[src/hw/rtl/pftm_pkg.sv]
package pftm_pkg;

    localparam logic [1:0] ACT_CLEAR    = 2'd0;
    localparam logic [1:0] ACT_APPEND   = 2'd1;
    localparam logic [1:0] ACT_CLASSIFY = 2'd2;

    localparam logic [15:0] ETH_ARP  = 16'h0806;
    localparam logic [15:0] ETH_IPV4 = 16'h0800;
    localparam logic [15:0] ETH_IPV6 = 16'h86dd;

    localparam logic [7:0] NP_ICMP4 = 8'd1;
    localparam logic [7:0] NP_ICMP6 = 8'd58;
    localparam logic [7:0] NP_TCP   = 8'd6;
    localparam logic [7:0] NP_UDP   = 8'd17;

    localparam logic [2:0] PR_ANY  = 3'd0;
    localparam logic [2:0] PR_ARP  = 3'd1;
    localparam logic [2:0] PR_ICMP = 3'd2;
    localparam logic [2:0] PR_TCP  = 3'd3;
    localparam logic [2:0] PR_UDP  = 3'd4;

    localparam logic [1:0] VER_ANY = 2'd0;
    localparam logic [1:0] VER_V4  = 2'd1;
    localparam logic [1:0] VER_V6  = 2'd2;

    localparam logic [2:0] CLS_OTHER = 3'd0;
    localparam logic [2:0] CLS_ARP   = 3'd1;
    localparam logic [2:0] CLS_ICMP4 = 3'd2;
    localparam logic [2:0] CLS_TCP4  = 3'd3;
    localparam logic [2:0] CLS_UDP4  = 3'd4;
    localparam logic [2:0] CLS_ICMP6 = 3'd5;
    localparam logic [2:0] CLS_TCP6  = 3'd6;
    localparam logic [2:0] CLS_UDP6  = 3'd7;

    localparam int HIT_W = 4;

    typedef struct packed {
        logic [1:0]  version;
        logic [2:0]  protocol;
        logic [63:0] src_hi;
        logic [63:0] src_lo;
        logic [63:0] dst_hi;
        logic [63:0] dst_lo;
        logic [15:0] src_port;
        logic [15:0] dst_port;
    } rule_t;

    typedef struct packed {
        logic             valid;
        logic [2:0]       cls;
        logic [63:0]      src_hi;
        logic [63:0]      src_lo;
        logic [63:0]      dst_hi;
        logic [63:0]      dst_lo;
        logic [15:0]      src_port;
        logic [15:0]      dst_port;
        logic             found;
        logic [HIT_W-1:0] hit;
    } token_t;

    function automatic logic [2:0] classify(input logic [15:0] eth, input logic [7:0] np);
        logic [2:0] cls;
        cls = CLS_OTHER;
        if (eth == ETH_ARP) begin
            cls = CLS_ARP;
        end else if (eth == ETH_IPV4) begin
            if (np == NP_ICMP4) cls = CLS_ICMP4;
            else if (np == NP_TCP) cls = CLS_TCP4;
            else if (np == NP_UDP) cls = CLS_UDP4;
        end else if (eth == ETH_IPV6) begin
            if (np == NP_ICMP6) cls = CLS_ICMP6;
            else if (np == NP_TCP) cls = CLS_TCP6;
            else if (np == NP_UDP) cls = CLS_UDP6;
        end
        return cls;
    endfunction

    function automatic logic [1:0] cls_version(input logic [2:0] cls);
        logic [1:0] v;
        case (cls)
            CLS_ICMP4, CLS_TCP4, CLS_UDP4: v = VER_V4;
            CLS_ICMP6, CLS_TCP6, CLS_UDP6: v = VER_V6;
            default:                       v = VER_ANY;
        endcase
        return v;
    endfunction

    function automatic logic [2:0] cls_protocol(input logic [2:0] cls);
        logic [2:0] p;
        case (cls)
            CLS_ARP:              p = PR_ARP;
            CLS_ICMP4, CLS_ICMP6: p = PR_ICMP;
            CLS_TCP4, CLS_TCP6:   p = PR_TCP;
            CLS_UDP4, CLS_UDP6:   p = PR_UDP;
            default:              p = PR_ANY;
        endcase
        return p;
    endfunction

    function automatic logic rule_match(input rule_t r, input token_t t);
        logic [2:0] pp;
        logic       ver_ok;
        logic       proto_ok;
        logic       src_ok;
        logic       dst_ok;
        logic       port_ok;
        pp       = cls_protocol(t.cls);
        ver_ok   = (t.cls == CLS_ARP) || (r.version == VER_ANY)
                   || (r.version == cls_version(t.cls));
        proto_ok = (r.protocol == PR_ANY) || (r.protocol == pp);
        src_ok   = ({r.src_hi, r.src_lo} == 128'd0)
                   || ({r.src_hi, r.src_lo} == {t.src_hi, t.src_lo});
        dst_ok   = ({r.dst_hi, r.dst_lo} == 128'd0)
                   || ({r.dst_hi, r.dst_lo} == {t.dst_hi, t.dst_lo});
        port_ok  = 1'b1;
        if (pp == PR_TCP || pp == PR_UDP) begin
            port_ok = ((r.src_port == 16'd0) || (r.src_port == t.src_port))
                      && ((r.dst_port == 16'd0) || (r.dst_port == t.dst_port));
        end
        return (t.cls != CLS_OTHER) && ver_ok && proto_ok && src_ok && dst_ok && port_ok;
    endfunction

endpackage

[src/hw/rtl/pftm_cell.sv]
module pftm_cell #(
    parameter int IDX = 0
) (
    input  logic             clk,
    input  logic             rst_n,
    input  logic             adv,
    input  logic             active,
    input  logic             wr_en,
    input  pftm_pkg::rule_t  wr_rule,
    input  pftm_pkg::token_t tok_in,
    output pftm_pkg::token_t tok_out
);

    pftm_pkg::rule_t  rule_reg;
    pftm_pkg::token_t tok_reg;
    pftm_pkg::token_t tok_next;
    logic             vld_reg;
    logic             vld_next;
    logic             hit_now;

    always_comb
    begin
        hit_now  = tok_in.valid && active && !tok_in.found
                   && pftm_pkg::rule_match(rule_reg, tok_in);
        tok_next = tok_in;
        vld_next = tok_in.valid;
        if (hit_now)
        begin
            tok_next.found = 1'b1;
            tok_next.hit   = pftm_pkg::HIT_W'(IDX);
        end
    end

    always_ff @(posedge clk or negedge rst_n)
    begin
        if (!rst_n)
        begin
            vld_reg <= 1'b0;
        end
        else if (adv)
        begin
            vld_reg <= vld_next;
        end
    end

    always_ff @(posedge clk)
    begin
        if (adv)
        begin
            tok_reg <= tok_next;
        end
        if (wr_en)
        begin
            rule_reg <= wr_rule;
        end
    end

    always_comb
    begin
        tok_out       = tok_reg;
        tok_out.valid = vld_reg;
    end

endmodule

[config.mk]
export PLATFORM = sky130hd
export DESIGN_NAME = pftm_cell
export DESIGN_NICKNAME = d
export VERILOG_FILES = /design/src/hw/rtl/pftm_pkg.sv /design/src/hw/rtl/pftm_cell.sv
export SDC_FILE = /design/constraint.sdc
export NUM_CORES = 1
export LEC_CHECK = 0
export BUFFER_PORTS_ARGS = -buffer_cell sky130_fd_sc_hd__clkbuf_2
export CORE_AREA = 2 2 348 350
export DETAILED_ROUTE_END_ITERATION = 16
export DIE_AREA = 0 0 350 352
export PLACE_DENSITY_LB_ADDON = 0.12
export SYNTH_ARGS = -nofsm -noshare
export SYNTH_HDL_FRONTEND = slang
export SYNTH_SLANG_ARGS = --single-unit
[constraint.sdc]
create_clock -name clk -period 5.78 [get_ports clk]
set_clock_uncertainty 0.05 [all_clocks]
set_input_delay 0.867 -clock clk [delete_from_list [all_inputs] [get_ports clk]]
set_output_delay 0.867 -clock clk [all_outputs]
set_load 0.005 [all_outputs]
# --- Word-level counts from Yosys, hierarchy flattened ---
# Index checks and enable logic that the tools add are counted.
# W data, S select, Z words.
word_totals:
  reg_bits: 590
  in_bits: 595
  out_inout_bits: 297
  word_cells: 66
op_classes:
  n_eq_ne: 15
  muxes: 3
  n_reduce_logical: 30
ops:
  columns: ["operator", "n"]
  rows:
  - ["$eq A128 B128 Y1", 2]
  - ["$logic_not A128 Y1", 2]
  - ["$eq A16 B16 Y1", 2]
  - ["$logic_not A16 Y1", 2]
  - ["$eq A3 B3 Y1 const B", 5]
  - ["$pmux W3 S4", 1]
  - ["$eq A3 B2 Y1 const B", 3]
  - ["$logic_and A1 B1 Y1", 9]
  - ["$logic_or A1 B1 Y1", 8]
  - ["$reduce_or A2 Y1", 3]
  - ["$reduce_or A3 Y1", 2]
  - ["$pmux W2 S2", 1]
  - ["$eq A3 B1 Y1 const B", 1]
  - ["$eq A3 B3 Y1", 1]
  - ["$logic_not A3 Y1", 1]
  - ["$reduce_bool A3 Y1", 1]
  - ["$eq A2 B2 Y1", 1]
  - ["$logic_not A2 Y1", 1]
  - ["$logic_not A1 Y1", 1]
  - ["$mux W1", 1]

# --- Logic depth before layout (Yosys ltp) ---
# Gate-level depths: netlist of the first run.
depth:
  depth_word: 11
  mapped_depth: 7
  mapped_depth_nobuf: 6

# --- Least setup slack after synthesis of the first run ---
# Ideal clock, no wire load.
synth_timing:
  kind: "input port to flip-flop"
  start: "input tok_in[57] in the netlist's numbering"
  end: "register tok_reg (netlist bit tok_out[0]) (data pin)"
  setup_time_ns: 0.259
  arrival_ns: 2.133
  required_time_ns: 5.471
  path_slack_ns: 3.338
  path_stages: 6
  path_buffers: 0
  path_cell_list: "xor2_1 > nor4_1 > nand4_2 > nor4_4 > a21oi_2 > o31a_1"
synth_via:
  elab_chain_cells: 5
synth_rtl:
  columns: ["item", "line_no", "source"]
  rows:
  - ["start: declaration", "pftm_cell.sv:10", "input pftm_pkg::token_t tok_in,"]
  - ["$eq A128 B128 Y1", "pftm_pkg.sv:114", "|| ({r.dst_hi, r.dst_lo} == {t.dst_hi, t.dst_lo});"]
  - ["$logic_or A1 B1 Y1", "pftm_pkg.sv:114", null]
  - ["$logic_and A1 B1 Y1 (2 in a row)", "pftm_pkg.sv:120", "return (t.cls != CLS_OTHER) && ver_ok && proto_ok && src_ok && dst_ok && port_ok;"]
  - ["$logic_and A1 B1 Y1", "pftm_cell.sv:24", "&& pftm_pkg::rule_match(rule_reg, tok_in);"]
  - ["end signal: assignment", "pftm_cell.sv:50", "tok_reg <= tok_next;"]
  - ["end: declaration", "pftm_cell.sv:15", "pftm_pkg::token_t tok_reg;"]
# No other way between the ends.
# A chain may end at the register's enable or synchronous reset.

# --- Worst setup path in the final report of the first run ---
layout_timing:
  start: "register rule_reg[233] in the netlist's numbering"
  end: "register tok_reg (netlist bit tok_out[3]) (data pin)"
layout_via:
  elab_chain_cells: 6
  elab_cells_between_ends: 7
  cone_classes: "eq/ne (1); reduce/logical (6)"
layout_rtl:
  columns: ["item", "line_no", "source"]
  rows:
  - ["start: declaration", "pftm_cell.sv:14", "pftm_pkg::rule_t rule_reg;"]
  - ["start signal: assignment", "pftm_cell.sv:54", "rule_reg <= wr_rule;"]
  - ["$eq A128 B128 Y1 or $logic_not A128 Y1 (tied branches)", "pftm_pkg.sv:112, pftm_pkg.sv:111", null]
  - ["$logic_or A1 B1 Y1 (*)", "pftm_pkg.sv:112", "|| ({r.src_hi, r.src_lo} == {t.src_hi, t.src_lo});"]
  - ["$logic_and A1 B1 Y1 (*) (3 in a row)", "pftm_pkg.sv:120", null]
  - ["$logic_and A1 B1 Y1 (*)", "pftm_cell.sv:24", null]
# Mark *: on every way between the ends. The rest lies on a longest branch, timed or not.

==> key figures, run 1 <==
Run status
  – Outcome: finished, final reports clean

Worst setup path
  – Critical Path AT: 3.54 ns
  – Startpoint types: flip-flop
  – Critical Path Sink Type: flip-flop
  – Crit path required time: 6.10 ns
  – RR Startpoint: rule_reg[233]
  – Crit-path max FO: 5
  – Worst Setup SP: rule_reg[233]
  – Crit path kind: reg2reg

Placement
  – Post-DP HPWL: 84,470 um
  – Port bufs: 891
  – Routability Congestion: 0.8209

Clocking
  – Clock sinks: 590
  – H-tree levels: 3
  – CTS buffer count: 77
  – Clk root buf: clkbuf_16
  – Post-CTS Setup Bufs: 0
  – Clk buf depth: 3
  – Latest clock arrival within the worst-skew pair: 0.66 ns
  – Clock transition at path regs: 0.07 ns
  – CTS tree: built
  – Post-CTS resize count: 0

Power and ir drop
  – Peak supply drop: 0.2030 mV
  – Psw: 2.678 mW
  – PD cells: 357.5 nW/um2
  – Net Sw Frac: 0.2427
  – Leakage power: 12.24 nW
  – Gate power share: 0.082
  – Clock power share: 0.436
  – P_int: 8.358 mW
  – Reg power frac: 0.482

Global routing
  – First-pass GRT wire length: 133,300 um
  – Grt total ovfl: 0
  – Vias in the first global route: 15,740
  – Initial antenna violation count: 27
  – Largest net degree at the start of global routing: 111
  – GRT Resource Usage Total: 0.1601

Synth
  – Top post-synthesis cells by area: edfxtp_1 (81%), xor2_1 (12%), nor4_1 (4.2%)
  – Synth Cell Area: 21,710 um2
  – Dominant synthesized flop cell: edfxtp_1
  – Most common cell in the synthesized netlist: edfxtp_1
  – Syn avg cell area: 19.72 um2
  – Post-synthesis async set-or-reset flop share: 0.001695
  – Cell variety after synth: 28
  – Synth top area share: 0.8146
  – EDFF count, synth: 589
  – Synth cell count leaders: edfxtp_1 (589), xor2_1 (288), nor4_1 (145), nand4_1 (32)
  – Sequential area share after synthesis: 0.8157
  – Leading area contributor after synthesis: edfxtp_1
  – Mapped Nets: 1,696
  – Register bit total from synthesis: 590
  – Synth warn: 0
  – Cells after Synth: 1,101

Die
  – Core box area: 119,300 um2
  – Initial Util: 0.1820
  – IO Pins: 892
  – Die height: 352 um
  – FP Rows: 127
  – Die Width: 350 um
  – Die area: 123,200 um2

Finish
  – Largest register FFs: 296
  – Area Growth Syn to Fin: 42.18%
  – Final core occ: 0.2587
  – # fillers: 12,440
  – Fraction of layout cells with a size suffix above 1: 0.4771
  – Layout net count: 2,678

Run
  – Max-cap violations: 0

STA
  – Setup TNS: 0 ns
  – Rel. slew slack: 0.3392
  – RSZ-0062 raised after global routing: no
  – Clock period minus worst slack: 3.226 ns
  – Hold Fails Final Rpt: 0
  – Max Slew Vio Count: 0
  – Worst-Margin Slew: 0.9821 ns
  – Period utilisation layout: 0.5581
  – Max Fclk: 0.3100 GHz
  – Setup violations, final: 0

Route
  – Initial DRC count: 738
  – WL/cell: 26.92 um
  – WL final: 101,100 um
  – Via count: 14,130
  – Via-to-Cell Ratio: 3.762
  – # DRC: 0
  – Pre-Repair DR Iteration Count: 5
  – Post-DRT Antenna Nets: 0

Worst hold path
  – Hold wc startpoint: wr_rule[111]
  – Hold Crit Class: in2reg
==> worst paths after layout <==
check,cells after the start,slack (ns),endpoint
max,6,2.55,tok_out[3]
min,1,0.33,rule_reg[111]
max reg2reg,6,2.55,tok_out[3]
min reg2reg,1,0.46,vld_reg
max in group asynchronous,2,5.09,vld_reg
min in group asynchronous,2,0.50,vld_reg
==> stage by stage <==
stage / total power, mW / cell area (um2) / worst slack [ns] / hold WS, ns / instances
floorplan: 5.540 / 21710 / 3.338 / 0.4319 / 1101
CTS: 11.27 / 30860 / 2.428 / 0.2783 / 3750
detailed placement: 6.359 / 28350 / 2.126 / 0.4470 / 3615
finish: 11.04 / 30870 / 2.554 / 0.3333 / 3755
global route: 11.50 / 30860 / 2.515 / 0.2939 / 3751
global placement: 6.358 / 28350 / 2.102 / 0.4463 / 3615
==> power groups by stage <==
stage / registers [mW] / logic (mW) / clock network [mW]
floorplan: 5.34 / 0.199 / 0
global placement: 5.41 / 0.947 / 0
detailed placement: 5.41 / 0.947 / 0
CTS: 5.33 / 0.953 / 4.99
global route: 5.35 / 0.996 / 5.15
finish: 5.31 / 0.910 / 4.81
==> metal layers <==
layer  wire [um]  vias to the layer above  GRT usage
met5         127                        -          0
met1       36360                     6980     0.1701
met4        1661                       20    0.03371
li1            -                     6376          -
met3        7634                      127    0.04959
met2       55280                      624     0.3053
==> timing repair <==
action                                  CTS  global route
hold endpoints to repair                  1             0
hold buffers                              1             0
endpoints found under the setup margin    0             0
==> logic make-up after synthesis <==
logic type | Yosys count | share of synthesized area
AOI/OAI and AO/OA | 14 | 0.004725
xor gates and xnor gates | 289 | 0.1166
and+or+nand+nor | 199 | 0.05981
buffers and inverters | 5 | 0.001153
muxes | 4 | 0.002017
DFF | 590 | 0.8157
==> worst max-delay path, stage by stage (launching register included) <==
cell	delay [ns]
edfxtp_1	0.47
nor4_1	0.80
nand4_1	0.35
or4_1	0.67
nor2_1	0.13
a21oi_1	0.16
o31a_1	0.33
==> layout make-up <==
type                       instances  area [um2]  area share
multi-input combinational        506        3976      0.1288
antenna                            5       12.51   0.0004053
timing repair buffer             906        4644      0.1504
clock buffer                      94        2033     0.06586
tap                             1612        2017     0.06533
inverter                           2       7.507   0.0002432
sequential                       590       17710      0.5737
clock inverter                    40       469.2     0.01520
==> cells in the final DEF (no fill, tap or decap), types with 4 or more instances in the layout <==
cell type  netlist  layout
nand4_2          4       4
nand4_1         32      32
clkbuf_2         0     889
clkbuf_16        0      79
o31a_1           4       4
clkbuf_1         0      15
or4_1            4       4
nor4_1         145     145
xor2_1         288     288
diode_2          0       5
clkinv_1         0      15
bufinv_16        0       8
clkinv_2         0       7
buf_4            1      10
buf_12           0       4
edfxtp_1       589     589
(Power assumes the default switching activity.)
==> inputs of run 2 (changes only) <==
- CORE_AREA: 2 2 348 350 -> 2 2 345 347
- DIE_AREA: 0 0 350 352 -> 0 0 347 349
- clock period: 5.78 -> 3.2 ns (I/O delays scaled with it)
==> key figures, run 2 (synthesized netlist as in run 1, its figures left out) <==
Finish
  – Commonest non-fill, non-tap cell in the layout: clkbuf_2 (unchanged)
  – # fillers: 11,950 (was 12,440)
  – Final cell count without fillers: 4,267 (was 3,755)
  – Layout net count: 3,261 (was 2,678)
  – Largest register FFs: 296 (unchanged)
  – Fraction of layout cells with a size suffix above 1: 0.3968 (was 0.4771)
  – Seq. cell area: 17,710 um2 (unchanged)
  – Area occupied by multi-input gates: 3995 um2 (was 3976 um2)
  – Commonest non-fill, non-tap cells in the layout: clkbuf_2 (889), edfxtp_1 (589), dlygate4sd3_1 (532) (was clkbuf_2 (889), edfxtp_1 (589), xor2_1 (288))
  – Area Growth Syn to Fin: 67.57% (was 42.18%)

Route
  – Via-to-Cell Ratio: 3.836 (was 3.762)
  – Post-DRT Antenna Nets: 0 (unchanged)
  – # DRC: 0 (unchanged)
  – Initial DRC count: 967 (was 738)
  – WL final: 106,100 um (was 101,100 um)
  – WL/cell: 24.87 um (was 26.92 um)
  – Pre-Repair DR Iteration Count: 4 (was 5)
  – Via count: 16,370 (was 14,130)

Global routing
  – Vias in the first global route: 18,290 (was 15,740)
  – First-pass GRT wire length: 142,700 um (was 133,300 um)
  – Grt total ovfl: 0 (unchanged)
  – Largest net degree at the start of global routing: 95 (was 111)
  – GRT Resource Usage Total: 0.1706 (was 0.1601)
  – Initial antenna violation count: 29 (was 27)

Worst setup path
  – Crit path required time: 3.52 ns (was 6.10 ns)
  – Reg2reg setup slack: 0.34 ns (was 2.55 ns)
  – RR Startpoint: rule_reg[163] (was rule_reg[233])
  – Worst setup path endpoint: tok_out[1] (was tok_out[3])
  – Critical Path AT: 3.18 ns (was 3.54 ns)
  – R2R cell count: 7 (was 6)
  – Critical Path Sink Type: flip-flop (unchanged)
  – RR Endpoint: tok_out[1] (was tok_out[3])
  – Startpoint types: flip-flop (unchanged)
  – Crit path kind: reg2reg (unchanged)
  – Crit-path max FO: 5 (unchanged)
  – Worst Setup SP: rule_reg[163] (was rule_reg[233])

Worst hold path
  – Worst hold path depth: 1 (unchanged)
  – Hold Crit Class: in2reg (unchanged)

STA
  – Hold Fails Final Rpt: 0 (unchanged)
  – Setup violations, final: 0 (unchanged)
  – Clock period minus worst slack: 2.861 ns (was 3.226 ns)
  – Worst-Margin Slew: 0.7511 ns (was 0.9821 ns)
  – Max Fclk: 0.3496 GHz (was 0.3100 GHz)
  – Max Slew Vio Count: 0 (unchanged)
  – Period utilisation layout: 0.8939 (was 0.5581)
  – Rel. slew slack: 0.4946 (was 0.3392)

Clocking
  – Post-CTS Setup Bufs: 0 (unchanged)
  – Clk root buf: clkbuf_16 (unchanged)
  – CTS buffer count: 74 (was 77)
  – Clk buf depth: 3 (unchanged)
  – Latest clock arrival within the worst-skew pair: 0.65 ns (was 0.66 ns)
  – CTS tree: built (unchanged)
  – H-tree levels: 3 (unchanged)
  – Clock transition at path regs: 0.06 ns (was 0.07 ns)
  – Clock sinks: 590 (unchanged)

Placement
  – Placed insts: 3,594 (was 3,615)
  – Routability Congestion: 0.8168 (was 0.8209)
  – Post-DP HPWL: 87,780 um (was 84,470 um)
  – Port bufs: 891 (unchanged)

Power and ir drop
  – Total power draw: 20.09 mW (was 11.04 mW)
  – Peak supply drop: 0.3354 mV (was 0.2030 mV)
  – Leakage power: 14.66 nW (was 12.24 nW)
  – PD cells: 552.1 nW/um2 (was 357.5 nW/um2)

Die
  – Core box area: 117,500 um2 (was 119,300 um2)
  – FP Rows: 126 (was 127)
  – Die area: 121,100 um2 (was 123,200 um2)
  – Initial Util: 0.1849 (was 0.1820)
  – Die Width: 347 um (was 350 um)
  – Die height: 349 um (was 352 um)
  – IO Pins: 892 (unchanged)

Run status
  – Outcome: finished, final reports clean (unchanged)

Run
  – Max-cap violations: 0 (unchanged)
## run 2: cell types whose count changed in the layout (fill, tap and decap cells not counted), sizes merged
cell	delta
clkbuf	-3
buf	+55
diode	+4
clkinvlp	+3
clkinv	+3
dlygate4sd3	+531
bufinv	-5
## run 2: cell type report
type	count	area share
diodes	9	0.0006190
clock buffers	91	0.05402
repair buffers	1492	0.2854
multi-input cells	506	0.1098
well taps	1536	0.05282
inverters	2	0.0002063
clock inverters	41	0.01035
flip-flops and latches	590	0.4868
## run 2: timing repair
action,4_1_cts,5_1_grt
resized for setup,1,2
hold endpoints to repair,532,0
setup endpoints to repair,5,4
hold buffers,532,0
## run 2: stage by stage
step                  TNS, ns  area [um2]  setup slack [ns]  hold WS [ns]  utilization
finish                      0       36390            0.3394       0.06170       0.3098
global route        -0.001771       36380         -0.001771       0.01862       0.3098
floorplan                   0       21710             1.145        0.1344            -
CTS                         0       36350           0.02648     0.0007094       0.3095
global placement       -1.680       28680           -0.3625        0.2122       0.2442
detailed placement     -1.353       28680           -0.3074        0.2135       0.2442
## run 2: where the power goes
group	internal, mW	total, mW	switching, mW
combinational	1.17	2.31	1.14
sequential	9.21	9.60	0.386
clock	4.65	8.18	3.53
## run 2: metal layers
| metal | GRT usage | share of wire | wire length, um |
|---|---|---|---|
| met3 | 0.03917 | 0.053 | 5617 |
| met4 | 0.03922 | 0.015 | 1603 |
| met1 | 0.1929 | 0.39 | 41250 |
| met2 | 0.3224 | 0.54 | 57530 |
| met5 | 0 | 0.0013 | 138 |
## run 2: worst min path at each step
stage | from | end | slack, ns
2_1_floorplan | rst_n | vld_reg | 0.13
3_3_place_gp | rst_n | vld_reg | 0.21
3_5_place_dp | rst_n | vld_reg | 0.21
4_1_cts | tok_in[40] | tok_out[40] | 0.0007
5_1_grt | tok_in[158] | tok_out[158] | 0.02
6_report | tok_in[40] | tok_out[40] | 0.06
## run 2: worst max-delay path, cell delays in order (launching register included)
cell      delay (ns)
edfxtp_1        0.49
xor2_1          0.23
nor4_2          0.55
buf_4           0.20
nand4_1         0.15
nor4_1          0.32
a21oi_1         0.28
o31a_1          0.32
==> inputs of run 3 (changes only) <==
- CTS_CLUSTER_DIAMETER: not set -> 100
- REMOVE_ABC_BUFFERS: not set -> 1
==> key figures, run 3 (synthesized netlist as in run 1, its figures left out) <==
Power and ir drop
  – Gate power share: 0.114 (was 0.115)
  – P_int: 15.25 mW (was 15.03 mW)
  – Clock power share: 0.416 (was 0.407)
  – PD cells: 556.8 nW/um2 (was 552.1 nW/um2)
  – Psw: 5.163 mW (was 5.057 mW)
  – Net Sw Frac: 0.2529 (was 0.2517)
  – Peak supply drop: 0.3535 mV (was 0.3354 mV)
  – Reg power frac: 0.470 (was 0.478)
  – Leakage power: 14.79 nW (was 14.66 nW)

Clocking
  – Clk root buf: clkbuf_16 (unchanged)
  – Clk buf depth: 3 (unchanged)
  – Post-CTS Setup Bufs: 0 (unchanged)
  – H-tree levels: 3 (unchanged)
  – CTS tree: built (unchanged)
  – Latest clock arrival within the worst-skew pair: 0.67 ns (was 0.65 ns)
  – Clock sinks: 590 (unchanged)
  – CTS buffer count: 75 (was 74)
  – Clock transition at path regs: 0.06 ns (about the same)

Global routing
  – Vias in the first global route: 18,600 (was 18,290)
  – First-pass GRT wire length: 142,400 um (was 142,700 um)
  – Grt total ovfl: 0 (unchanged)
  – Initial antenna violation count: 27 (was 29)
  – Largest net degree at the start of global routing: 84 (was 95)
  – GRT Resource Usage Total: 0.1703 (was 0.1706)

Die
  – Die Width: 347 um (unchanged)
  – Die area: 121,100 um2 (unchanged)
  – Die height: 349 um (unchanged)
  – IO Pins: 892 (unchanged)
  – Initial Util: 0.1849 (unchanged)
  – FP Rows: 126 (unchanged)
  – Core box area: 117,500 um2 (unchanged)

Placement
  – Placed Area: 28,790 um2 (was 28,680 um2)
  – Routability Congestion: 0.8555 (was 0.8168)
  – Port bufs: 891 (unchanged)
  – Post-DP HPWL: 88,010 um (was 87,780 um)

Route
  – Pre-Repair DR Iteration Count: 5 (was 4)
  – Post-DRT Antenna Nets: 0 (unchanged)
  – Via count: 16,510 (was 16,370)
  – Initial DRC count: 807 (was 967)
  – WL/cell: 24.80 um (was 24.87 um)
  – # DRC: 0 (unchanged)
  – Via-to-Cell Ratio: 3.853 (was 3.836)
  – WL final: 106,200 um (was 106,100 um)

STA
  – Rel. slew slack: 0.4681 (was 0.4946)
  – Clock period minus worst slack: 2.900 ns (was 2.861 ns)
  – Max Fclk: 0.3448 GHz (was 0.3496 GHz)
  – Hold Fails Final Rpt: 0 (unchanged)
  – RSZ-0062 raised after global routing: no
  – Setup violations, final: 0 (unchanged)
  – Worst-Margin Slew: 0.7905 ns (was 0.7511 ns)
  – Period utilisation layout: 0.9064 (was 0.8939)
  – Worst hold margin: 0.05454 ns (was 0.06170 ns)
  – Max Slew Vio Count: 0 (unchanged)
  – Setup TNS: 0 ns (unchanged)

Finish
  – Area occupied by multi-input gates: 3989 um2 (was 3995 um2)
  – # fillers: 11,970 (was 11,950)
  – Fraction of layout cells with a size suffix above 1: 0.3978 (was 0.3968)
  – Area Growth Syn to Fin: 68.85% (was 67.57%)
  – Seq. cell area: 17,710 um2 (unchanged)
  – Final core occ: 0.3122 (was 0.3098)
  – Layout net count: 3,277 (was 3,261)
  – Commonest non-fill, non-tap cells in the layout: clkbuf_2 (889), edfxtp_1 (589), dlygate4sd3_1 (539) (was clkbuf_2 (889), edfxtp_1 (589), dlygate4sd3_1 (532))
  – Final Instance Area: 36,660 um2 (was 36,390 um2)
  – Commonest non-fill, non-tap cell in the layout: clkbuf_2 (unchanged)
  – Largest register FFs: 296 (unchanged)

Worst setup path
  – Crit path kind: in2reg (was reg2reg)
  – Worst Setup SP: tok_in[232] (was rule_reg[163])
  – Critical Path Sink Type: flip-flop (unchanged)
  – Critical Path AT: 3.23 ns (was 3.18 ns)
  – Crit path required time: 3.53 ns (was 3.52 ns)
  – Startpoint types: primary input (was flip-flop)
  – Crit-path max FO: 5 (unchanged)
  – RR Startpoint: rule_reg[266] (was rule_reg[163])

Run status
  – Outcome: finished, final reports clean (unchanged)

Worst hold path
  – Hold Crit Class: in2reg (unchanged)
  – Hold wc startpoint: tok_in[104] (was tok_in[40])

Run
  – Max-cap violations: 0 (unchanged)
run 3: cell types whose count changed in the layout (fill, tap and decap cells not counted), moves of 2 or more:
cell           before  now
clkbuf_8            5    0
buf_4              64   68
dlygate4sd3_1     532  539
clkinv_16           1    3
clkinv_4            2    0
clkinv_2            9   12
bufinv_16           3    6
buf_12              5    9
run 3: metrics by stage:
stage	power, mW	worst slack (ns)	cells
after floorplan	10.00	1.145	1098
after global placement	11.56	-0.2071	3602
after detailed placement	11.55	-0.2351	3602
after CTS	20.78	0.06411	4275
after global routing	21.24	0.04270	4283
final	20.41	0.2996	4284
run 3: worst max-delay path, stage by stage:
cell,delay [ns]
dlygate4sd3_1,0.54
clkbuf_2,0.16
xor2_1,0.16
nor4_1,0.60
buf_4,0.22
nand4_1,0.08
nor4_1,0.26
a21oi_1,0.27
buf_12,0.21
o31a_1,0.23
run 3: final timing paths:
| check | endpoint | slack, ns | depth (start not counted) |
|---|---|---|---|
| worst max-delay path | tok_out[2] | 0.30 | 10 |
| worst max register to register | tok_out[2] | 0.31 | 7 |
| worst min-delay path | tok_out[104] | 0.05 | 1 |
| worst min register to register | vld_reg | 0.46 | 1 |
| min in group asynchronous | vld_reg | 0.09 | 2 |
| max in group asynchronous | vld_reg | 2.92 | 2 |
run 3: layer usage:
| metal | vias to the layer above | track usage | routed length [um] |
|---|---|---|---|
| met4 | 20 | 0.03727 | 1979 |
| met3 | 139 | 0.04349 | 5992 |
| li1 | 7564 | - | - |
| met5 | - | 0 | 132 |
| met2 | 618 | 0.3211 | 57250 |
| met1 | 8166 | 0.1911 | 40890 |
run 3: power by group through the flow:
stage	combinational, mW	clock [mW]	sequential [mW]
final	2.32	8.50	9.59
after global placement	1.80	0	9.76
after CTS	2.40	8.78	9.61
after global routing	2.52	9.07	9.66
after detailed placement	1.79	0	9.76
after floorplan	0.354	0	9.65
run 3: cell type report:
class                           instances  share of cell area
Sequential cell                       590              0.4831
Timing Repair Buffer                 1507              0.2882
Multi-Input combinational cell        506              0.1088
Clock buffer                           87             0.05242
Antenna cell                            8           0.0005460
Clock inverter                         48             0.01437
Tap cell                             1536             0.05242
Inverter                                2           0.0002048
run 3: what timing repair did:
item / in CTS / in global routing
endpoints found under the setup margin: 5 / 0
hold buffers: 538 / 1
endpoints found under the hold margin: 538 / 1
gates resized for setup: 2 / 0
